<file path="config.mk">
export PLATFORM = sky130hd
export DESIGN_NAME = console_line_editor_core_flat
export DESIGN_NICKNAME = d
export VERILOG_FILES = /design/src/hdl/cle_pkg.sv /design/src/hdl/cle_in_if.sv /design/src/hdl/cle_out_if.sv /design/src/hdl/cle_cfg_if.sv /design/src/hdl/console_line_editor_core.sv /design/src/hdl/cle_cfg.sv /design/src/hdl/cle_front.sv /design/src/hdl/cle_queue.sv /design/src/hdl/cle_back.sv /design/src/flat_wrapper.sv
export SDC_FILE = /design/constraint.sdc
export NUM_CORES = 1
export LEC_CHECK = 0
export ABC_AREA = 1
export BUFFER_PORTS_ARGS = -buffer_cell sky130_fd_sc_hd__buf_4
export CAP_MARGIN = 10
export CORE_ASPECT_RATIO = 1.75
export CORE_MARGIN = 10
export CORE_UTILIZATION = 33
export DETAILED_ROUTE_END_ITERATION = 10
export PLACE_DENSITY = 0.52
export SYNTH_ARGS = -nofsm -noshare
export SYNTH_HDL_FRONTEND = slang
export SYNTH_SLANG_ARGS = --single-unit
</file>
<file path="constraint.sdc">
create_clock -name i_clk -period 4.7 [get_ports i_clk]
set_clock_uncertainty 0.1 [all_clocks]
set_input_delay 0.94 -clock i_clk [delete_from_list [all_inputs] [get_ports i_clk]]
set_output_delay 0.94 -clock i_clk [all_outputs]
set_load 0.02 [all_outputs]
</file>
<file path="src/hdl/cle_pkg.sv">
package cle_pkg;

    // field widths
    localparam int KEY_W      = 9;
    localparam int CHAR_W     = 8;
    localparam int CNT_W      = 8;
    localparam int TAB_W      = 4;
    localparam int CFG_IDX_W  = 3;
    localparam int CFG_DATA_W = 9;

    // default line capacity and queue depth
    localparam int MAX_LINE_DEF = 255;
    localparam int QUEUE_DEPTH  = 2;

    // configuration register indexes
    localparam logic [CFG_IDX_W-1:0] CFG_CONSOLE_MODE = 3'd0;
    localparam logic [CFG_IDX_W-1:0] CFG_TAB_WIDTH    = 3'd1;
    localparam logic [CFG_IDX_W-1:0] CFG_KEY_RUN      = 3'd2;
    localparam logic [CFG_IDX_W-1:0] CFG_KEY_LIST     = 3'd3;
    localparam logic [CFG_IDX_W-1:0] CFG_KEY_EDIT     = 3'd4;
    localparam logic [CFG_IDX_W-1:0] CFG_KEY_WEDIT    = 3'd5;

    // configuration reset values
    localparam logic             RST_CONSOLE_MODE = 1'b1;
    localparam logic [TAB_W-1:0] RST_TAB_WIDTH    = 4'd4;
    localparam logic [KEY_W-1:0] RST_KEY_RUN      = 9'd258;
    localparam logic [KEY_W-1:0] RST_KEY_LIST     = 9'd259;
    localparam logic [KEY_W-1:0] RST_KEY_EDIT     = 9'd260;
    localparam logic [KEY_W-1:0] RST_KEY_WEDIT    = 9'd261;

    // special key codes
    localparam logic [KEY_W-1:0] KEY_NULL     = 9'h000;
    localparam logic [KEY_W-1:0] KEY_BS       = 9'h008;
    localparam logic [KEY_W-1:0] KEY_TAB      = 9'h009;
    localparam logic [KEY_W-1:0] KEY_LF       = 9'h00A;
    localparam logic [KEY_W-1:0] KEY_CR       = 9'h00D;
    localparam logic [KEY_W-1:0] KEY_PRINT_LO = 9'h020;
    localparam logic [KEY_W-1:0] KEY_PRINT_HI = 9'h07E;

    // tab width limits
    localparam logic [TAB_W-1:0] TAB_MIN = 4'd1;
    localparam logic [TAB_W-1:0] TAB_MAX = 4'd8;

    // echo and store characters
    localparam logic [CHAR_W-1:0] CH_BS    = 8'h08;
    localparam logic [CHAR_W-1:0] CH_LF    = 8'h0A;
    localparam logic [CHAR_W-1:0] CH_CR    = 8'h0D;
    localparam logic [CHAR_W-1:0] CH_SPACE = 8'h20;

    typedef enum logic [2:0] {
        OP_DONE,
        OP_WORD,
        OP_TAB,
        OP_BS,
        OP_CR,
        OP_CHAR,
        OP_OVF
    } t_op;

    typedef enum logic [1:0] {
        W_RUN,
        W_LIST,
        W_EDIT,
        W_WEDIT
    } t_word;

    typedef struct packed {
        logic             console_mode;
        logic [TAB_W-1:0] tab_width;
        logic [KEY_W-1:0] key_run;
        logic [KEY_W-1:0] key_list;
        logic [KEY_W-1:0] key_edit;
        logic [KEY_W-1:0] key_wedit;
    } t_cfg;

    typedef struct packed {
        t_op               op;
        logic              con;
        t_word             word;
        logic [TAB_W-1:0]  tab_w;
        logic [CHAR_W-1:0] ch;
        logic              echo;
    } t_cmd;

    typedef struct packed {
        logic              store_valid;
        logic [CNT_W-1:0]  store_index;
        logic [CHAR_W-1:0] store_char;
        logic              echo_valid;
        logic [CHAR_W-1:0] echo_char;
        logic              line_done;
        logic [CNT_W-1:0]  line_length;
        logic              overflow;
        logic              last;
    } t_result;

    // number of characters in a function-key word
    function automatic logic [2:0] word_len(t_word w);
        logic [2:0] len;
        unique case (w)
            W_RUN:   len = 3'd3;
            W_LIST:  len = 3'd4;
            W_EDIT:  len = 3'd4;
            W_WEDIT: len = 3'd5;
            default: len = 3'd3;
        endcase
        return len;
    endfunction

    // character at a position of a function-key word
    function automatic logic [CHAR_W-1:0] word_char(t_word w, logic [2:0] pos);
        logic [39:0] s;
        unique case (w)
            W_RUN:   s = {"RUN", 16'h0000};
            W_LIST:  s = {"LIST", 8'h00};
            W_EDIT:  s = {"EDIT", 8'h00};
            W_WEDIT: s = "WEDIT";
            default: s = '0;
        endcase
        return s[39 - 8 * int'(pos) -: CHAR_W];
    endfunction

endpackage

</file>
<file path="src/hdl/cle_in_if.sv">
interface cle_in_if;
    logic                      valid;
    logic                      ready;
    logic [cle_pkg::KEY_W-1:0] key_code;
    logic                      end_of_input;

    modport source(output valid, output key_code, output end_of_input, input ready);
    modport sink(input valid, input key_code, input end_of_input, output ready);
endinterface

</file>
<file path="src/hdl/cle_out_if.sv">
interface cle_out_if;
    logic                       valid;
    logic                       ready;
    logic                       store_valid;
    logic [cle_pkg::CNT_W-1:0]  store_index;
    logic [cle_pkg::CHAR_W-1:0] store_char;
    logic                       echo_valid;
    logic [cle_pkg::CHAR_W-1:0] echo_char;
    logic                       line_done;
    logic [cle_pkg::CNT_W-1:0]  line_length;
    logic                       overflow;
    logic                       last;

    modport source(
        output valid, output store_valid, output store_index, output store_char,
        output echo_valid, output echo_char, output line_done, output line_length,
        output overflow, output last, input ready
    );
    modport sink(
        input valid, input store_valid, input store_index, input store_char,
        input echo_valid, input echo_char, input line_done, input line_length,
        input overflow, input last, output ready
    );
endinterface

</file>
<file path="src/hdl/cle_cfg_if.sv">
interface cle_cfg_if;
    logic                           valid;
    logic                           ready;
    logic [cle_pkg::CFG_IDX_W-1:0]  index;
    logic [cle_pkg::CFG_DATA_W-1:0] data;

    modport source(output valid, output index, output data, input ready);
    modport sink(input valid, input index, input data, output ready);
endinterface

</file>
<file path="src/hdl/console_line_editor_core.sv">
// Console line editor core.
// Key items enter on i_key_if (key_code, end_of_input); each item yields zero
// to eight result items on o_res_if, the final one flagged by last. Result
// items carry a line buffer write, an echo character, line completion with
// its length, or an overflow flag. Registers are written on i_cfg_if by
// index, which is always ready; write them only while no item is in flight.
// A key is classified on acceptance and parked in a two-entry command queue;
// the sequencer behind it emits one result per cycle into an output register
// while the receiver is ready. It pops a command in S_IDLE and emits its
// results in S_EMIT; a tab first runs a bitwise remainder unit (count modulo
// tab width) in S_MOD. Items without results end in S_IDLE.
// When the receiver stalls, the output register holds its result and the
// sequencer waits; keys are still taken until the queue is full.
// Reset clears the character count, the queue and the output valid flag and
// loads the register defaults (console mode, tab width 4, function keys
// 258 to 261).
module console_line_editor_core #(
    parameter int MAX_LINE = cle_pkg::MAX_LINE_DEF
) (
    input  logic      i_clk,
    input  logic      i_rst_n,
    cle_in_if.sink    i_key_if,
    cle_out_if.source o_res_if,
    cle_cfg_if.sink   i_cfg_if
);

    cle_pkg::t_cfg cfg;
    cle_pkg::t_cmd push_cmd;
    cle_pkg::t_cmd pop_cmd;
    logic push, pop, full, empty;

    // configuration registers
    cle_cfg u_cfg (
        .i_clk    (i_clk),
        .i_rst_n  (i_rst_n),
        .i_cfg_if (i_cfg_if),
        .o_cfg    (cfg)
    );

    // key classification
    cle_front u_front (
        .i_key_if (i_key_if),
        .i_cfg    (cfg),
        .i_full   (full),
        .o_push   (push),
        .o_cmd    (push_cmd)
    );

    // command queue
    cle_queue u_queue (
        .i_clk   (i_clk),
        .i_rst_n (i_rst_n),
        .i_push  (push),
        .i_cmd   (push_cmd),
        .o_full  (full),
        .i_pop   (pop),
        .o_empty (empty),
        .o_cmd   (pop_cmd)
    );

    // result sequencer and line count
    cle_back #(
        .MAX_LINE (MAX_LINE)
    ) u_back (
        .i_clk    (i_clk),
        .i_rst_n  (i_rst_n),
        .i_empty  (empty),
        .i_cmd    (pop_cmd),
        .o_pop    (pop),
        .o_res_if (o_res_if)
    );

endmodule

</file>
<file path="src/hdl/cle_cfg.sv">
module cle_cfg (
    input  logic          i_clk,
    input  logic          i_rst_n,
    cle_cfg_if.sink       i_cfg_if,
    output cle_pkg::t_cfg o_cfg
);

    cle_pkg::t_cfg r_cfg;

    // writes are always taken
    assign i_cfg_if.ready = 1'b1;
    assign o_cfg          = r_cfg;

    // register file, unknown indexes ignored
    always_ff @(posedge i_clk) begin
        if (!i_rst_n) begin
            r_cfg.console_mode <= cle_pkg::RST_CONSOLE_MODE;
            r_cfg.tab_width    <= cle_pkg::RST_TAB_WIDTH;
            r_cfg.key_run      <= cle_pkg::RST_KEY_RUN;
            r_cfg.key_list     <= cle_pkg::RST_KEY_LIST;
            r_cfg.key_edit     <= cle_pkg::RST_KEY_EDIT;
            r_cfg.key_wedit    <= cle_pkg::RST_KEY_WEDIT;
        end else if (i_cfg_if.valid) begin
            unique case (i_cfg_if.index)
                cle_pkg::CFG_CONSOLE_MODE: r_cfg.console_mode <= i_cfg_if.data[0];
                cle_pkg::CFG_TAB_WIDTH:    r_cfg.tab_width <= i_cfg_if.data[cle_pkg::TAB_W-1:0];
                cle_pkg::CFG_KEY_RUN:      r_cfg.key_run   <= i_cfg_if.data[cle_pkg::KEY_W-1:0];
                cle_pkg::CFG_KEY_LIST:     r_cfg.key_list  <= i_cfg_if.data[cle_pkg::KEY_W-1:0];
                cle_pkg::CFG_KEY_EDIT:     r_cfg.key_edit  <= i_cfg_if.data[cle_pkg::KEY_W-1:0];
                cle_pkg::CFG_KEY_WEDIT:    r_cfg.key_wedit <= i_cfg_if.data[cle_pkg::KEY_W-1:0];
                default: ;
            endcase
        end
    end

endmodule

</file>
<file path="src/hdl/cle_front.sv">
module cle_front (
    cle_in_if.sink        i_key_if,
    input  cle_pkg::t_cfg i_cfg,
    input  logic          i_full,
    output logic          o_push,
    output cle_pkg::t_cmd o_cmd
);

    logic drop;
    logic [cle_pkg::KEY_W-1:0] key;
    logic con;

    assign key = i_key_if.key_code;
    assign con = i_cfg.console_mode;

    // items are taken whenever the queue has room
    assign i_key_if.ready = !i_full;
    assign o_push         = i_key_if.valid && !i_full && !drop;

    // classify the key into a command for the back end
    always_comb begin
        drop        = 1'b0;
        o_cmd       = '0;
        o_cmd.op    = cle_pkg::OP_CHAR;
        o_cmd.con   = con;
        o_cmd.word  = cle_pkg::W_RUN;
        o_cmd.ch    = key[cle_pkg::CHAR_W-1:0];
        o_cmd.tab_w = i_cfg.tab_width;
        if (i_cfg.tab_width < cle_pkg::TAB_MIN) begin
            o_cmd.tab_w = cle_pkg::TAB_MIN;
        end else if (i_cfg.tab_width > cle_pkg::TAB_MAX) begin
            o_cmd.tab_w = cle_pkg::TAB_MAX;
        end
        o_cmd.echo = con && key >= cle_pkg::KEY_PRINT_LO && key <= cle_pkg::KEY_PRINT_HI;

        if (i_key_if.end_of_input) begin
            // end of input only ends a file line
            drop     = con;
            o_cmd.op = cle_pkg::OP_DONE;
        end else if (key == cle_pkg::KEY_NULL) begin
            drop = 1'b1;
        end else if (con && key == i_cfg.key_run) begin
            o_cmd.op   = cle_pkg::OP_WORD;
            o_cmd.word = cle_pkg::W_RUN;
        end else if (con && key == i_cfg.key_list) begin
            o_cmd.op   = cle_pkg::OP_WORD;
            o_cmd.word = cle_pkg::W_LIST;
        end else if (con && key == i_cfg.key_edit) begin
            o_cmd.op   = cle_pkg::OP_WORD;
            o_cmd.word = cle_pkg::W_EDIT;
        end else if (con && key == i_cfg.key_wedit) begin
            o_cmd.op   = cle_pkg::OP_WORD;
            o_cmd.word = cle_pkg::W_WEDIT;
        end else if (key == cle_pkg::KEY_TAB) begin
            o_cmd.op = cle_pkg::OP_TAB;
        end else if (key == cle_pkg::KEY_BS) begin
            o_cmd.op = cle_pkg::OP_BS;
        end else if (key == cle_pkg::KEY_LF) begin
            o_cmd.op = cle_pkg::OP_DONE;
        end else if (key == cle_pkg::KEY_CR) begin
            // carriage return is skipped in files
            drop     = !con;
            o_cmd.op = cle_pkg::OP_CR;
        end
    end

endmodule

</file>
<file path="src/hdl/cle_queue.sv">
module cle_queue (
    input  logic          i_clk,
    input  logic          i_rst_n,
    input  logic          i_push,
    input  cle_pkg::t_cmd i_cmd,
    output logic          o_full,
    input  logic          i_pop,
    output logic          o_empty,
    output cle_pkg::t_cmd o_cmd
);

    localparam int Depth = cle_pkg::QUEUE_DEPTH;
    localparam int PtrW  = (Depth > 1) ? $clog2(Depth) : 1;

    cle_pkg::t_cmd r_mem [Depth];
    logic [PtrW-1:0] r_wr, r_rd, n_wr, n_rd;
    logic [PtrW:0]   r_cnt, n_cnt;

    assign o_full  = (r_cnt == (PtrW + 1)'(Depth));
    assign o_empty = (r_cnt == '0);
    assign o_cmd   = r_mem[r_rd];

    // pointer advance with wrap
    always_comb begin
        n_wr  = r_wr;
        n_rd  = r_rd;
        n_cnt = r_cnt;
        if (i_push) begin
            n_wr = (r_wr == PtrW'(Depth - 1)) ? '0 : r_wr + 1'b1;
        end
        if (i_pop) begin
            n_rd = (r_rd == PtrW'(Depth - 1)) ? '0 : r_rd + 1'b1;
        end
        if (i_push && !i_pop) begin
            n_cnt = r_cnt + 1'b1;
        end else if (!i_push && i_pop) begin
            n_cnt = r_cnt - 1'b1;
        end
    end

    always_ff @(posedge i_clk) begin
        if (!i_rst_n) begin
            r_wr  <= '0;
            r_rd  <= '0;
            r_cnt <= '0;
        end else begin
            r_wr  <= n_wr;
            r_rd  <= n_rd;
            r_cnt <= n_cnt;
        end
    end

    // command storage
    always_ff @(posedge i_clk) begin
        if (i_push) begin
            r_mem[r_wr] <= i_cmd;
        end
    end

endmodule

</file>
<file path="src/hdl/cle_back.sv">
module cle_back #(
    parameter int MAX_LINE = cle_pkg::MAX_LINE_DEF
) (
    input  logic          i_clk,
    input  logic          i_rst_n,
    input  logic          i_empty,
    input  cle_pkg::t_cmd i_cmd,
    output logic          o_pop,
    cle_out_if.source     o_res_if
);

    localparam int CntW = cle_pkg::CNT_W;
    localparam logic [CntW:0] MaxLine = (CntW + 1)'(MAX_LINE);

    typedef enum logic [1:0] {
        S_IDLE,
        S_MOD,
        S_EMIT
    } t_state;

    t_state r_state, n_state;
    cle_pkg::t_cmd r_cmd, n_cmd;
    cle_pkg::t_result r_out, n_out;
    logic r_out_valid, n_out_valid;
    logic [CntW-1:0] r_count, n_count;
    logic [2:0] r_step, n_step;
    logic [3:0] r_total, n_total;
    logic [2:0] r_rem, n_rem;
    logic [2:0] r_bit, n_bit;

    cle_pkg::t_result res;
    logic slot_free;
    logic is_last;
    logic [2:0] wlen;
    logic [2:0] wlen_in;
    logic [3:0] rem_try;
    logic [3:0] tab_len;

    assign o_res_if.valid       = r_out_valid;
    assign o_res_if.store_valid = r_out.store_valid;
    assign o_res_if.store_index = r_out.store_index;
    assign o_res_if.store_char  = r_out.store_char;
    assign o_res_if.echo_valid  = r_out.echo_valid;
    assign o_res_if.echo_char   = r_out.echo_char;
    assign o_res_if.line_done   = r_out.line_done;
    assign o_res_if.line_length = r_out.line_length;
    assign o_res_if.overflow    = r_out.overflow;
    assign o_res_if.last        = r_out.last;

    assign slot_free = !r_out_valid || o_res_if.ready;
    assign is_last   = (({1'b0, r_step} + 4'd1) == r_total);
    assign wlen      = cle_pkg::word_len(r_cmd.word);
    assign wlen_in   = cle_pkg::word_len(i_cmd.word);

    // one restoring step of count modulo tab width
    always_comb begin
        rem_try = {r_rem, r_count[r_bit]};
        if (rem_try >= r_cmd.tab_w) begin
            rem_try = rem_try - r_cmd.tab_w;
        end
        tab_len = r_cmd.tab_w - rem_try;
    end

    // result of the current step
    always_comb begin
        res      = '0;
        res.last = is_last;
        case (r_cmd.op)
            cle_pkg::OP_DONE: begin
                res.line_done   = 1'b1;
                res.line_length = r_count;
            end
            cle_pkg::OP_OVF: begin
                res.overflow = 1'b1;
            end
            cle_pkg::OP_WORD: begin
                if (r_step < wlen) begin
                    res.store_valid = 1'b1;
                    res.store_index = r_count + {5'b0, r_step};
                    res.store_char  = cle_pkg::word_char(r_cmd.word, r_step);
                    res.echo_valid  = 1'b1;
                    res.echo_char   = cle_pkg::word_char(r_cmd.word, r_step);
                end else if (r_step == wlen) begin
                    res.echo_valid = 1'b1;
                    res.echo_char  = cle_pkg::CH_CR;
                end else begin
                    res.echo_valid  = 1'b1;
                    res.echo_char   = cle_pkg::CH_LF;
                    res.line_done   = 1'b1;
                    res.line_length = r_count + {5'b0, wlen};
                end
            end
            cle_pkg::OP_TAB: begin
                res.store_valid = 1'b1;
                res.store_index = r_count + {5'b0, r_step};
                res.store_char  = cle_pkg::CH_SPACE;
                res.echo_valid  = r_cmd.con;
                res.echo_char   = r_cmd.con ? cle_pkg::CH_SPACE : '0;
            end
            cle_pkg::OP_BS: begin
                res.echo_valid = 1'b1;
                res.echo_char  = (r_step == 3'd1) ? cle_pkg::CH_SPACE : cle_pkg::CH_BS;
            end
            cle_pkg::OP_CR: begin
                res.echo_valid = 1'b1;
                if (r_step == 3'd0) begin
                    res.echo_char = cle_pkg::CH_CR;
                end else begin
                    res.echo_char   = cle_pkg::CH_LF;
                    res.line_done   = 1'b1;
                    res.line_length = r_count;
                end
            end
            cle_pkg::OP_CHAR: begin
                res.store_valid = 1'b1;
                res.store_index = r_count;
                res.store_char  = r_cmd.ch;
                res.echo_valid  = r_cmd.echo;
                res.echo_char   = r_cmd.echo ? r_cmd.ch : '0;
            end
            default: ;
        endcase
    end

    // the sequencer takes a command, sizes it and emits one result per cycle while the output slot is free
    always_comb begin
        n_state     = r_state;
        n_cmd       = r_cmd;
        n_out       = r_out;
        n_out_valid = r_out_valid && !o_res_if.ready;
        n_count     = r_count;
        n_step      = r_step;
        n_total     = r_total;
        n_rem       = r_rem;
        n_bit       = r_bit;
        o_pop       = 1'b0;

        unique case (r_state)
            S_IDLE: begin
                if (!i_empty) begin
                    o_pop   = 1'b1;
                    n_cmd   = i_cmd;
                    n_step  = '0;
                    n_total = 4'd1;
                    case (i_cmd.op)
                        cle_pkg::OP_DONE: n_state = S_EMIT;
                        cle_pkg::OP_CR: begin
                            n_total = 4'd2;
                            n_state = S_EMIT;
                        end
                        cle_pkg::OP_WORD: begin
                            if ({1'b0, r_count} + {6'b0, wlen_in} > MaxLine) begin
                                n_cmd.op = cle_pkg::OP_OVF;
                            end else begin
                                n_total = {1'b0, wlen_in} + 4'd2;
                            end
                            n_state = S_EMIT;
                        end
                        cle_pkg::OP_CHAR: begin
                            if ({1'b0, r_count} + 9'd1 > MaxLine) begin
                                n_cmd.op = cle_pkg::OP_OVF;
                            end
                            n_state = S_EMIT;
                        end
                        cle_pkg::OP_TAB: begin
                            n_rem   = '0;
                            n_bit   = 3'd7;
                            n_state = S_MOD;
                        end
                        cle_pkg::OP_BS: begin
                            if (r_count != '0) begin
                                if (i_cmd.con) begin
                                    n_total = 4'd3;
                                    n_state = S_EMIT;
                                end else begin
                                    n_count = r_count - 1'b1;
                                end
                            end
                        end
                        default: ;
                    endcase
                end
            end
            S_MOD: begin
                n_rem = rem_try[2:0];
                n_bit = r_bit - 1'b1;
                if (r_bit == 3'd0) begin
                    if ({1'b0, r_count} + {5'b0, tab_len} > MaxLine) begin
                        n_cmd.op = cle_pkg::OP_OVF;
                        n_total  = 4'd1;
                    end else begin
                        n_total = tab_len;
                    end
                    n_state = S_EMIT;
                end
            end
            S_EMIT: begin
                if (slot_free) begin
                    n_out       = res;
                    n_out_valid = 1'b1;
                    n_step      = r_step + 1'b1;
                    if (is_last) begin
                        n_state = S_IDLE;
                        case (r_cmd.op)
                            cle_pkg::OP_TAB:  n_count = r_count + {4'b0, r_total};
                            cle_pkg::OP_BS:   n_count = r_count - 1'b1;
                            cle_pkg::OP_CHAR: n_count = r_count + 1'b1;
                            default:          n_count = '0;
                        endcase
                    end
                end
            end
            default: n_state = S_IDLE;
        endcase
    end

    always_ff @(posedge i_clk) begin
        if (!i_rst_n) begin
            r_state     <= S_IDLE;
            r_out_valid <= 1'b0;
            r_count     <= '0;
        end else begin
            r_state     <= n_state;
            r_out_valid <= n_out_valid;
            r_count     <= n_count;
        end
        r_cmd   <= n_cmd;
        r_out   <= n_out;
        r_step  <= n_step;
        r_total <= n_total;
        r_rem   <= n_rem;
        r_bit   <= n_bit;
    end

endmodule

</file>
<file path="src/flat_wrapper.sv">
// flat-port wrapper written by rule: the top's interface ports become plain ports
module console_line_editor_core_flat 
#(
    parameter int MAX_LINE = cle_pkg::MAX_LINE_DEF
)
  (i_clk, i_rst_n, i_key_if_valid, i_key_if_key_code, i_key_if_end_of_input, i_key_if_ready, o_res_if_valid, o_res_if_store_valid, o_res_if_store_index, o_res_if_store_char, o_res_if_echo_valid, o_res_if_echo_char, o_res_if_line_done, o_res_if_line_length, o_res_if_overflow, o_res_if_last, o_res_if_ready, i_cfg_if_valid, i_cfg_if_index, i_cfg_if_data, i_cfg_if_ready);
  cle_in_if i_key_if_i ();
  cle_out_if o_res_if_i ();
  cle_cfg_if i_cfg_if_i ();
  input  logic i_clk;
  input  logic i_rst_n;
  input wire logic [$bits(i_key_if_i.valid)-1:0] i_key_if_valid;
  input wire logic [$bits(i_key_if_i.key_code)-1:0] i_key_if_key_code;
  input wire logic [$bits(i_key_if_i.end_of_input)-1:0] i_key_if_end_of_input;
  output wire logic [$bits(i_key_if_i.ready)-1:0] i_key_if_ready;
  output wire logic [$bits(o_res_if_i.valid)-1:0] o_res_if_valid;
  output wire logic [$bits(o_res_if_i.store_valid)-1:0] o_res_if_store_valid;
  output wire logic [$bits(o_res_if_i.store_index)-1:0] o_res_if_store_index;
  output wire logic [$bits(o_res_if_i.store_char)-1:0] o_res_if_store_char;
  output wire logic [$bits(o_res_if_i.echo_valid)-1:0] o_res_if_echo_valid;
  output wire logic [$bits(o_res_if_i.echo_char)-1:0] o_res_if_echo_char;
  output wire logic [$bits(o_res_if_i.line_done)-1:0] o_res_if_line_done;
  output wire logic [$bits(o_res_if_i.line_length)-1:0] o_res_if_line_length;
  output wire logic [$bits(o_res_if_i.overflow)-1:0] o_res_if_overflow;
  output wire logic [$bits(o_res_if_i.last)-1:0] o_res_if_last;
  input wire logic [$bits(o_res_if_i.ready)-1:0] o_res_if_ready;
  input wire logic [$bits(i_cfg_if_i.valid)-1:0] i_cfg_if_valid;
  input wire logic [$bits(i_cfg_if_i.index)-1:0] i_cfg_if_index;
  input wire logic [$bits(i_cfg_if_i.data)-1:0] i_cfg_if_data;
  output wire logic [$bits(i_cfg_if_i.ready)-1:0] i_cfg_if_ready;
  assign i_key_if_i.valid = i_key_if_valid;
  assign i_key_if_i.key_code = i_key_if_key_code;
  assign i_key_if_i.end_of_input = i_key_if_end_of_input;
  assign i_key_if_ready = i_key_if_i.ready;
  assign o_res_if_valid = o_res_if_i.valid;
  assign o_res_if_store_valid = o_res_if_i.store_valid;
  assign o_res_if_store_index = o_res_if_i.store_index;
  assign o_res_if_store_char = o_res_if_i.store_char;
  assign o_res_if_echo_valid = o_res_if_i.echo_valid;
  assign o_res_if_echo_char = o_res_if_i.echo_char;
  assign o_res_if_line_done = o_res_if_i.line_done;
  assign o_res_if_line_length = o_res_if_i.line_length;
  assign o_res_if_overflow = o_res_if_i.overflow;
  assign o_res_if_last = o_res_if_i.last;
  assign o_res_if_i.ready = o_res_if_ready;
  assign i_cfg_if_i.valid = i_cfg_if_valid;
  assign i_cfg_if_i.index = i_cfg_if_index;
  assign i_cfg_if_i.data = i_cfg_if_data;
  assign i_cfg_if_ready = i_cfg_if_i.ready;
  console_line_editor_core #(.MAX_LINE(MAX_LINE)) u_core (.i_clk(i_clk), .i_rst_n(i_rst_n), .i_key_if(i_key_if_i), .o_res_if(o_res_if_i), .i_cfg_if(i_cfg_if_i));
endmodule
</file>
==> results of run 1 <==
==> final cells by class <==
class	count	area share
flip-flops and latches	164	0.409
clock buffers	22	0.0478
repair buffers	89	0.0627
well taps	369	0.0433
clock inverters	10	0.00611
inverters	139	0.0490
multi-input cells	786	0.383
==> routing by layer <==
metal | vias up | global-route usage
met5 | - | 0
met4 | 0 | 0.0907
met3 | 63 | 0.0260
met2 | 176 | 0.309
met1 | 3526 | 0.140
li1 | 3843 | -
==> stage by stage <==
stage	instance area [um2]	TNS, ns	setup WS [ns]	power [mW]
after global placement	10100	0	0.235	5.65
after global routing	10700	-0.0252	-0.0252	7.58
final	10700	0	0.470	7.01
after detailed placement	10100	0	0.206	5.65
after floorplan	9060	0	0.519	4.45
after CTS	10600	0	0.202	7.02
==> registers in the layout, summed over array words and instances, names as in the netlist, 2 cells and up, named ones only <==
name                                flops
u_core.u_back.o_res_if.echo_char        8
u_core.u_back.o_res_if.line_length      8
u_core.u_back.o_res_if.store_char       8
u_core.u_back.o_res_if.store_index      8
u_core.u_back.r_bit                     3
u_core.u_back.r_cmd                    19
u_core.u_back.r_count                   8
u_core.u_back.r_rem                     3
u_core.u_back.r_state                   2
u_core.u_back.r_step                    3
u_core.u_back.r_total                   4
u_core.u_cfg.o_cfg                     41
u_core.u_queue.r_cnt                    2
u_core.u_queue.r_mem                   38
==> report_power, final <==
part	internal [mW]	switching [mW]	leakage [nW]	total [mW]
logic	1.14	2.30	3.08	3.44
registers	2.00	0.207	1.47	2.21
clock network	0.774	0.590	0.295	1.36
==> synth_stat cells, types with 4 or more instances <==
master	instances	share of area
nand3_1	74	0.041
xor2_1	16	0.015
nor3_1	10	0.0055
o21ai_0	83	0.046
xnor2_1	9	0.0087
dfxtp_1	57	0.13
clkbuf_1	10	0.0041
a21oi_1	58	0.032
edfxtp_1	107	0.35
o211ai_1	9	0.0075
ha_1	43	0.059
nor2_1	126	0.052
nand4_1	10	0.0069
or2_2	6	0.0041
o22ai_1	8	0.0055
inv_1	135	0.056
buf_2	10	0.0055
fa_1	7	0.015
a31oi_1	4	0.0028
nand2_1	293	0.12
==> path summary, 6_finish.rpt <==
check                                            start                        to  depth (start not counted)
worst max-delay path            u_core.u_back.r_bit[0]  u_core.u_back.r_total[0]                         29
worst max register to register  u_core.u_back.r_bit[0]  u_core.u_back.r_total[0]                         29
worst min register to register     u_core.u_queue.r_rd                  register                          1
worst min-delay path               u_core.u_queue.r_rd                  register                          1
==> repair_timing <==
action / CTS / global route
buffers inserted: 0 / 1
hold buffers: 0 / 0
resized for setup: 0 / 10
endpoints found under the setup margin: 0 / 7
endpoints found under the hold margin: 0 / 0
==> kinds of logic after synthesis <==
group,after synthesis,share of synthesized area
compound gates,178,0.107
fa+ha+maj,50,0.0749
other cells,1,0.000414
xor+xnor,25,0.0242
simple gates,532,0.241
buf+inv,164,0.0718
flops,164,0.481
==> results by group, run 1 <==
Status
  – Outcome: finished, final reports clean

GRT
  – Pin count of the biggest net entering global routing: 57
  – GRT Util Overall: 0.154
  – Global-route wire length before repair: 41700 um
  – Congestion Overflow GR: 0
  – Initial antenna violation count: 0
  – Vias in the first global route: 7844

Pwr
  – Pleak: 4.84 nW
  – VDD IR max: 288 uV
  – Power Density: 658 nW/um2

Layout
  – # fillers: 2791
  – Multi-input logic area: 4080 um2
  – Fin nets: 1274
  – Share of cells above drive strength 1: 0.117
  – Layout Cells excl Fill: 1579
  – Area Growth Syn to Fin: 17.7%
  – Register area: 4350 um2
  – Diode count: 0
  – Final design utilization: 0.393
  – Commonest non-fill, non-tap cell in the layout: nand2_1
  – Most frequent cells in the layout: nand2_1, inv_1, nor2_1

Floorplan
  – Row count: 80
  – Initial Util: 0.334
  – Core Area: 27100 um2
  – Die height: 239 um
  – Die area: 34700 um2
  – Num ports: 67
  – Die Wd: 145 um

Critical path
  – Crit-path most repeated cell: nand2_1
  – Slowest cell on crit path: edfxtp_1
  – Worst setup SP type: register
  – Delay-heaviest family, CP: simple AND/OR/NAND/NOR gates
  – Critical Path AT: 4.32 ns
  – Max incr delay on CP: 0.36 ns
  – CP Class: register to register
  – Crit path capture type: register
  – WP data required: 4.80 ns
  – Internal reg-to-reg setup slack: 0.47 ns
  – Worst-path fanout max: 6
  – Buffer and inverter count on the worst path: 4

Timing
  – Min cycle time layout: 4.23 ns
  – Max_slew headroom: 0.327
  – Slew Limit Fails: 0
  – Slew at the pin closest to its max-slew limit: 1.01 ns
  – Final hold slack: 0.364 ns
  – Final period util: 0.900
  – # setup viols final: 0
  – Hold Fails Final Rpt: 0
  – F_max: 236 MHz

Route
  – Via count: 7608
  – Per-cell routed wire length: 16.8 um
  – Met3 wire len: 760 um
  – 1st-iter DRT viols: 453
  – Vias/cell: 4.82
  – Routed wire length: 26500 um
  – DRC viols: 0
  – Antenna viol nets, final: 0
  – M1 WL: 9370 um
  – Pre-Repair DR Iteration Count: 5
  – Met2 routed WL: 15100 um
  – Max Used Layer: met4

Synthesis
  – Netlist cell types: 43
  – Flops & latches, synth: 164
  – Mean Syn Cell Area: 8.13 um2
  – Yosys Warn Count: 0
  – Mapped Area: 9060 um2
  – Mapped Nets: 1191
  – Sequential area share after synthesis: 0.481
  – Post-synth top flop: edfxtp_1
  – Cells after synthesis: 1114
  – FFs w/ async S/R, synth: 0
  – EDFF count, synth: 107

Clock network
  – Root buf cell: clkbuf_16
  – CTS Buf Count: 17
  – H-tree depth: 4
  – Sink Count: 164
  – Worst skew pair latency: 0.44 ns
  – Clock transition at the registers of the reported paths: 0.06 ns
  – TritonCTS clock tree: yes
  – Clk buf depth: 2

Place
  – GP Congestion: 0.950
  – Dpl hpwl: 21000 um
  – Inst Count DP: 1546
  – IO Port Bufs: 65

Flow run
  – Max cap viols: 0

Hold path
  – Hold Crit Class: register to register
Power figures use the tool's default switching activity.
==> run 2: changes to the inputs <==
- CORE_UTILIZATION: 33 -> 60
- PLACE_DENSITY: 0.52 -> 0.82
==> results by group, run 2 (synthesis results as in run 1) <==
GRT
  – Pin count of the biggest net entering global routing: 57 (unchanged)
  – GRT Util Overall: 0.231 (+0.0775)
  – Most used routing layer in global routing: met2
  – Initial antenna violation count: 0 (unchanged)
  – Vias in the first global route: 7843 (-0.013%)
  – Global-route wire length before repair: 38200 um (-8.3%)
  – GRT met2 Usage: 0.435 (+0.126)
  – Congestion Overflow GR: 0 (unchanged)
  – GR Layer Usage met1: 0.201 (+0.0613)
  – Met3 GRT Util: 0.0460 (+0.0200)

Pwr
  – Power Density: 670 nW/um2 (+1.8%)
  – VDD IR max: 325 uV (+13%)
  – Power consumption: 6.97 mW (-0.57%)
  – Pleak: 4.81 nW (-0.60%)
  – Internal Pwr Total: 3.92 mW (+0.17%)
  – Gate power share: 0.481 (-0.010)
  – Flop pwr share: 0.318 (+0.003)
  – Sw frac: 0.437 (-0.00417)
  – Clock power frac: 0.201 (+0.006)
  – Switching pwr: 3.05 mW (-1.5%)

Floorplan
  – Die Wd: 113 um (-22%)
  – Num ports: 67 (unchanged)
  – Die area: 20600 um2 (-41%)
  – Die height: 183 um (-24%)
  – Row count: 59 (-26%)
  – Core Area: 14800 um2 (-45%)
  – Initial Util: 0.610 (+0.277)

Layout
  – # fillers: 1177 (-58%)
  – Share of cells above drive strength 1: 0.117 (-0.000246)
  – Area Growth Syn to Fin: 14.9%
  – Diode count: 0 (unchanged)
  – Fin nets: 1268 (-0.47%)
  – Most frequent cells in the layout: nand2_1, inv_1, nor2_1
  – Commonest non-fill, non-tap cell in the layout: nand2_1
  – Max reg flops: 41 (unchanged)
  – Register area: 4350 um2 (unchanged)
  – Cell area after layout: 10400 um2 (-2.3%)
  – Multi-input logic area: 4080 um2 (about the same)

Timing
  – Max_slew headroom: 0.343 (+0.0162)
  – RSZ-0062 raised after global routing: false
  – Final period util: 0.931 (+0.0309)
  – Slew Limit Fails: 0 (unchanged)
  – Min cycle time layout: 4.37 ns (+0.145 ns)
  – Hold Fails Final Rpt: 0 (unchanged)
  – F_max: 229 MHz (-3.3%)
  – Setup TNS: 0 ns (unchanged)
  – # setup viols final: 0 (unchanged)
  – Slew at the pin closest to its max-slew limit: 0.983 ns (-0.0242 ns)

Clock network
  – CTS Buf Count: 17 (unchanged)
  – Clk buf depth: 2 (unchanged)
  – Root buf cell: clkbuf_16
  – TritonCTS clock tree: yes
  – Clock transition at the registers of the reported paths: 0.07 ns (about the same)
  – Worst skew pair latency: 0.43 ns (about the same)
  – Sink Count: 164 (unchanged)
  – H-tree depth: 4 (unchanged)

Route
  – Routed wire length: 24300 um (-8.3%)
  – Antenna viol nets, final: 0 (unchanged)
  – Via count: 7881 (+3.6%)
  – Vias/cell: 5.68 (+18%)
  – Per-cell routed wire length: 17.5 um (+4.4%)
  – 1st-iter DRT viols: 417 (-7.9%)
  – DRC viols: 0 (unchanged)
  – Pre-Repair DR Iteration Count: 5 (unchanged)

Place
  – Dpl hpwl: 18800 um (-10%)
  – Placement Cell Area: 9780 um2 (-2.8%)
  – GP Congestion: 0.979 (+3.0%)
  – IO Port Bufs: 65 (unchanged)

Flow run
  – Max cap viols: 0 (unchanged)

Critical path
  – Max incr delay on CP: 0.41 ns (+0.05 ns)
  – Crit path capture type: register
  – CP Class: register to register
  – Slowest cell on crit path: fa_1
  – Worst-path fanout max: 8 (+2)
  – Worst setup SP type: register
  – Critical Path AT: 4.46 ns (+0.14 ns)
  – Crit-path most repeated cell: nand2_1
  – WP data required: 4.79 ns (about the same)

Status
  – Outcome: finished, final reports clean

Hold path
  – Hold Crit Class: register to register
[run 2: per-stage QoR]
step	worst slack [ns]	std cells	hold WS, ns	utilization
2_1_floorplan	0.519	1114	0.326	-
3_3_place_gp	0.327	1354	0.338	0.659
3_5_place_dp	0.112	1354	0.357	0.659
5_1_grt	0.0159	1387	0.392	0.701
6_report	0.325	1387	0.371	0.701
4_1_cts	0.0736	1386	0.371	0.700
[run 2: worst paths after layout]
path                                                from  cells after the start                        to  slack [ns]
worst max register to register  u_core.u_back.r_count[6]                     30  u_core.u_back.r_total[0]        0.33
worst min register to register     u_core.u_cfg.o_cfg[3]                      2     u_core.u_cfg.o_cfg[3]        0.37
worst max-delay path            u_core.u_back.r_count[6]                     30  u_core.u_back.r_total[0]        0.33
worst min-delay path               u_core.u_cfg.o_cfg[3]                      2     u_core.u_cfg.o_cfg[3]        0.37
[run 2: critical path: cells and delay by family, from the launching register on]
family          cells  cell delay (ns)
simple gates       16             1.42
fa+ha+maj           4             1.15
compound gates      4             0.49
flops               1             0.39
buf+inv             5             0.36
xor+xnor            1             0.22
[run 2: final cells by class]
cell class              count  area share
flip-flops and latches    164       0.418
multi-input cells         786       0.392
repair buffers             83      0.0599
inverters                 139      0.0501
clock buffers              17      0.0409
well taps                 183      0.0220
clock inverters            15      0.0168
[run 2: layer usage]
| metal | part of all wire | vias up | routed length [um] |
|---|---|---|---|
| li1 | - | 3833 | - |
| met1 | 0.33 | 3561 | 7960 |
| met2 | 0.54 | 361 | 13100 |
| met3 | 0.051 | 126 | 1240 |
| met4 | 0.081 | 0 | 1970 |
| met5 | 0 | - | 0 |
[run 2: power by group through the flow]
stage	Sequential [mW]	Clock [mW]	Combinational, mW
global placement	2.23	0	3.16
detailed placement	2.24	0	3.24
floorplan	2.34	0	2.11
finish	2.22	1.40	3.35
CTS	2.21	1.41	3.27
global route	2.25	1.47	3.71
[run 2: timing repair]
action / 4_1_cts / 5_1_grt
buffers inserted: 0 / 1
setup endpoints to repair: 0 / 7
gates resized for setup: 0 / 12
hold buffers: 0 / 0
==> run 3: changes to the inputs <==
- BUFFER_PORTS_ARGS: -buffer_cell sky130_fd_sc_hd__buf_4 -> -buffer_cell sky130_fd_sc_hd__buf_2
- CORE_MARGIN: 10 -> not set
==> results by group, run 3 (synthesis results as in run 1) <==
Clock network
  – TritonCTS clock tree: yes
  – Worst skew pair latency: 0.44 ns (about the same)
  – CTS Buf Count: 17 (unchanged)
  – H-tree depth: 4 (unchanged)
  – Root buf cell: clkbuf_16
  – Sink Count: 164 (unchanged)
  – Clk buf depth: 2 (unchanged)
  – Clock transition at the registers of the reported paths: 0.07 ns (about the same)

Floorplan
  – Die area: 15600 um2 (-24%)
  – Die Wd: 94.9 um (-16%)
  – Initial Util: 0.610 (unchanged)
  – Core Area: 14800 um2 (unchanged)
  – Num ports: 67 (unchanged)
  – Die height: 165 um (-9.9%)
  – Row count: 59 (unchanged)

Critical path
  – Worst-path fanout max: 6 (-2)
  – Slowest cell on crit path: edfxtp_1
  – Max incr delay on CP: 0.42 ns (about the same)
  – Buffer and inverter count on the worst path: 4 (-1)
  – CP Class: register to register
  – Worst setup SP type: register
  – Delay-heaviest family, CP: simple AND/OR/NAND/NOR gates
  – WP data required: 4.80 ns (about the same)
  – Critical Path AT: 4.49 ns (+0.03 ns)
  – Crit path capture type: register
  – Crit-path most repeated cell: nand2_1

Route
  – 1st-iter DRT viols: 451 (+8.2%)
  – Vias/cell: 5.72 (+0.61%)
  – Via count: 7935 (+0.69%)
  – Routed wire length: 23600 um (-2.9%)
  – Per-cell routed wire length: 17.0 um (-3.0%)
  – Antenna viol nets, final: 0 (unchanged)
  – Pre-Repair DR Iteration Count: 7 (+2)
  – DRC viols: 0 (unchanged)

GRT
  – GRT Util Overall: 0.317 (+0.0859)
  – Initial antenna violation count: 0 (unchanged)
  – Congestion Overflow GR: 0 (unchanged)
  – Global-route wire length before repair: 36700 um (-4.0%)
  – Pin count of the biggest net entering global routing: 57 (unchanged)
  – Vias in the first global route: 7912 (+0.88%)

Timing
  – F_max: 227 MHz (-0.52%)
  – Slew Limit Fails: 0 (unchanged)
  – # setup viols final: 0 (unchanged)
  – Max_slew headroom: 0.321 (-0.0223)
  – Min cycle time layout: 4.40 ns (+0.0231 ns)
  – Final period util: 0.936 (+0.00491)
  – Setup TNS: 0 ns (unchanged)
  – Slew at the pin closest to its max-slew limit: 1.02 ns (+0.0357 ns)
  – Hold Fails Final Rpt: 0 (unchanged)

Layout
  – Most frequent cells in the layout: nand2_1, inv_1, nor2_1
  – Commonest non-fill, non-tap cell in the layout: nand2_1
  – Fin nets: 1269 (+0.079%)
  – Max reg flops: 41 (unchanged)
  – Area Growth Syn to Fin: 13.1%
  – Share of cells above drive strength 1: 0.115 (-0.00176)
  – Final design utilization: 0.690 (-0.0111)
  – Cell area after layout: 10200 um2 (-1.6%)
  – Diode count: 0 (unchanged)

Pwr
  – VDD IR max: 309 uV (-5.0%)
  – Clock power frac: 0.202 (about the same)
  – Pleak: 4.76 nW (-1.0%)
  – Power Density: 672 nW/um2 (+0.41%)
  – Switching pwr: 3.11 mW (+2.1%)
  – Gate power share: 0.477 (-0.004)
  – Power consumption: 6.89 mW (-1.2%)
  – Flop pwr share: 0.321 (+0.003)
  – Sw frac: 0.452 (+0.0147)
  – Internal Pwr Total: 3.78 mW (-3.8%)

Flow run
  – Max cap viols: 0 (unchanged)

Place
  – Dpl hpwl: 18100 um (-4.1%)
  – Placement Cell Area: 9630 um2 (-1.6%)
  – IO Port Bufs: 65 (unchanged)
  – GP Congestion: 0.967 (-1.3%)

Hold path
  – Hold Crit Class: register to register

Status
  – Outcome: finished, final reports clean
## run 3: worst paths after layout
kind                                from                       end  slack [ns]  cells after the start
hold / removal       u_core.u_queue.r_rd       u_core.u_queue.r_rd        0.36                      1
hold reg to reg      u_core.u_queue.r_rd       u_core.u_queue.r_rd        0.36                      1
setup reg to reg  u_core.u_back.r_bit[0]  u_core.u_back.r_total[0]        0.30                     29
setup / recovery  u_core.u_back.r_bit[0]  u_core.u_back.r_total[0]        0.30                     29
## run 3: layout make-up
class                      count  area (um2)
clock buffer                  17         425
clock inverter                15         174
fill                        1226        4600
inverter                     139         522
multi-input combinational    786        4070
sequential                   164        4350
tap                          183         229
timing repair buffer          84         468
## run 3: routing by layer
| layer | global-route usage | part of all wire | vias up |
|---|---|---|---|
| met3 | 0.0566 | 0.044 | 126 |
| li1 | - | - | 3832 |
| met4 | 0.289 | 0.090 | 0 |
| met5 | 0 | 0 | - |
| met1 | 0.264 | 0.32 | 3639 |
| met2 | 0.604 | 0.54 | 338 |
## run 3: stage by stage
step                      hold slack, ns  std cells  worst slack [ns]
final                              0.363       1388             0.302
after CTS                          0.360       1387            0.0312
after detailed placement           0.352       1355           -0.0128
after global routing               0.389       1388           -0.0116
after floorplan                    0.326       1114             0.519
after global placement             0.336       1355             0.188
## run 3: worst reg2reg max path: cells and delay by family, from the launching register on
kind | cells | cell delay, ns
xor+xnor | 1 | 0.18
fa+ha+maj | 4 | 1.15
buf+inv | 4 | 0.32
simple gates | 15 | 1.40
compound gates | 5 | 0.58
flops | 1 | 0.42
## run 3: what timing repair did
item | 4_1_cts | 5_1_grt
hold endpoints to repair | 0 | 0
hold buffers | 0 | 0
gates resized for setup | 1 | 6
endpoints found under the setup margin | 1 | 7
pin swaps | 0 | 1
setup buffers | 0 | 1
## run 3: power by group through the flow
stage	Combinational, mW	Clock, mW	Sequential, mW
2_1_floorplan	2.11	0	2.34
3_3_place_gp	3.11	0	2.22
3_5_place_dp	3.20	0	2.23
4_1_cts	3.22	1.40	2.20
5_1_grt	3.67	1.45	2.24
6_report	3.28	1.39	2.21
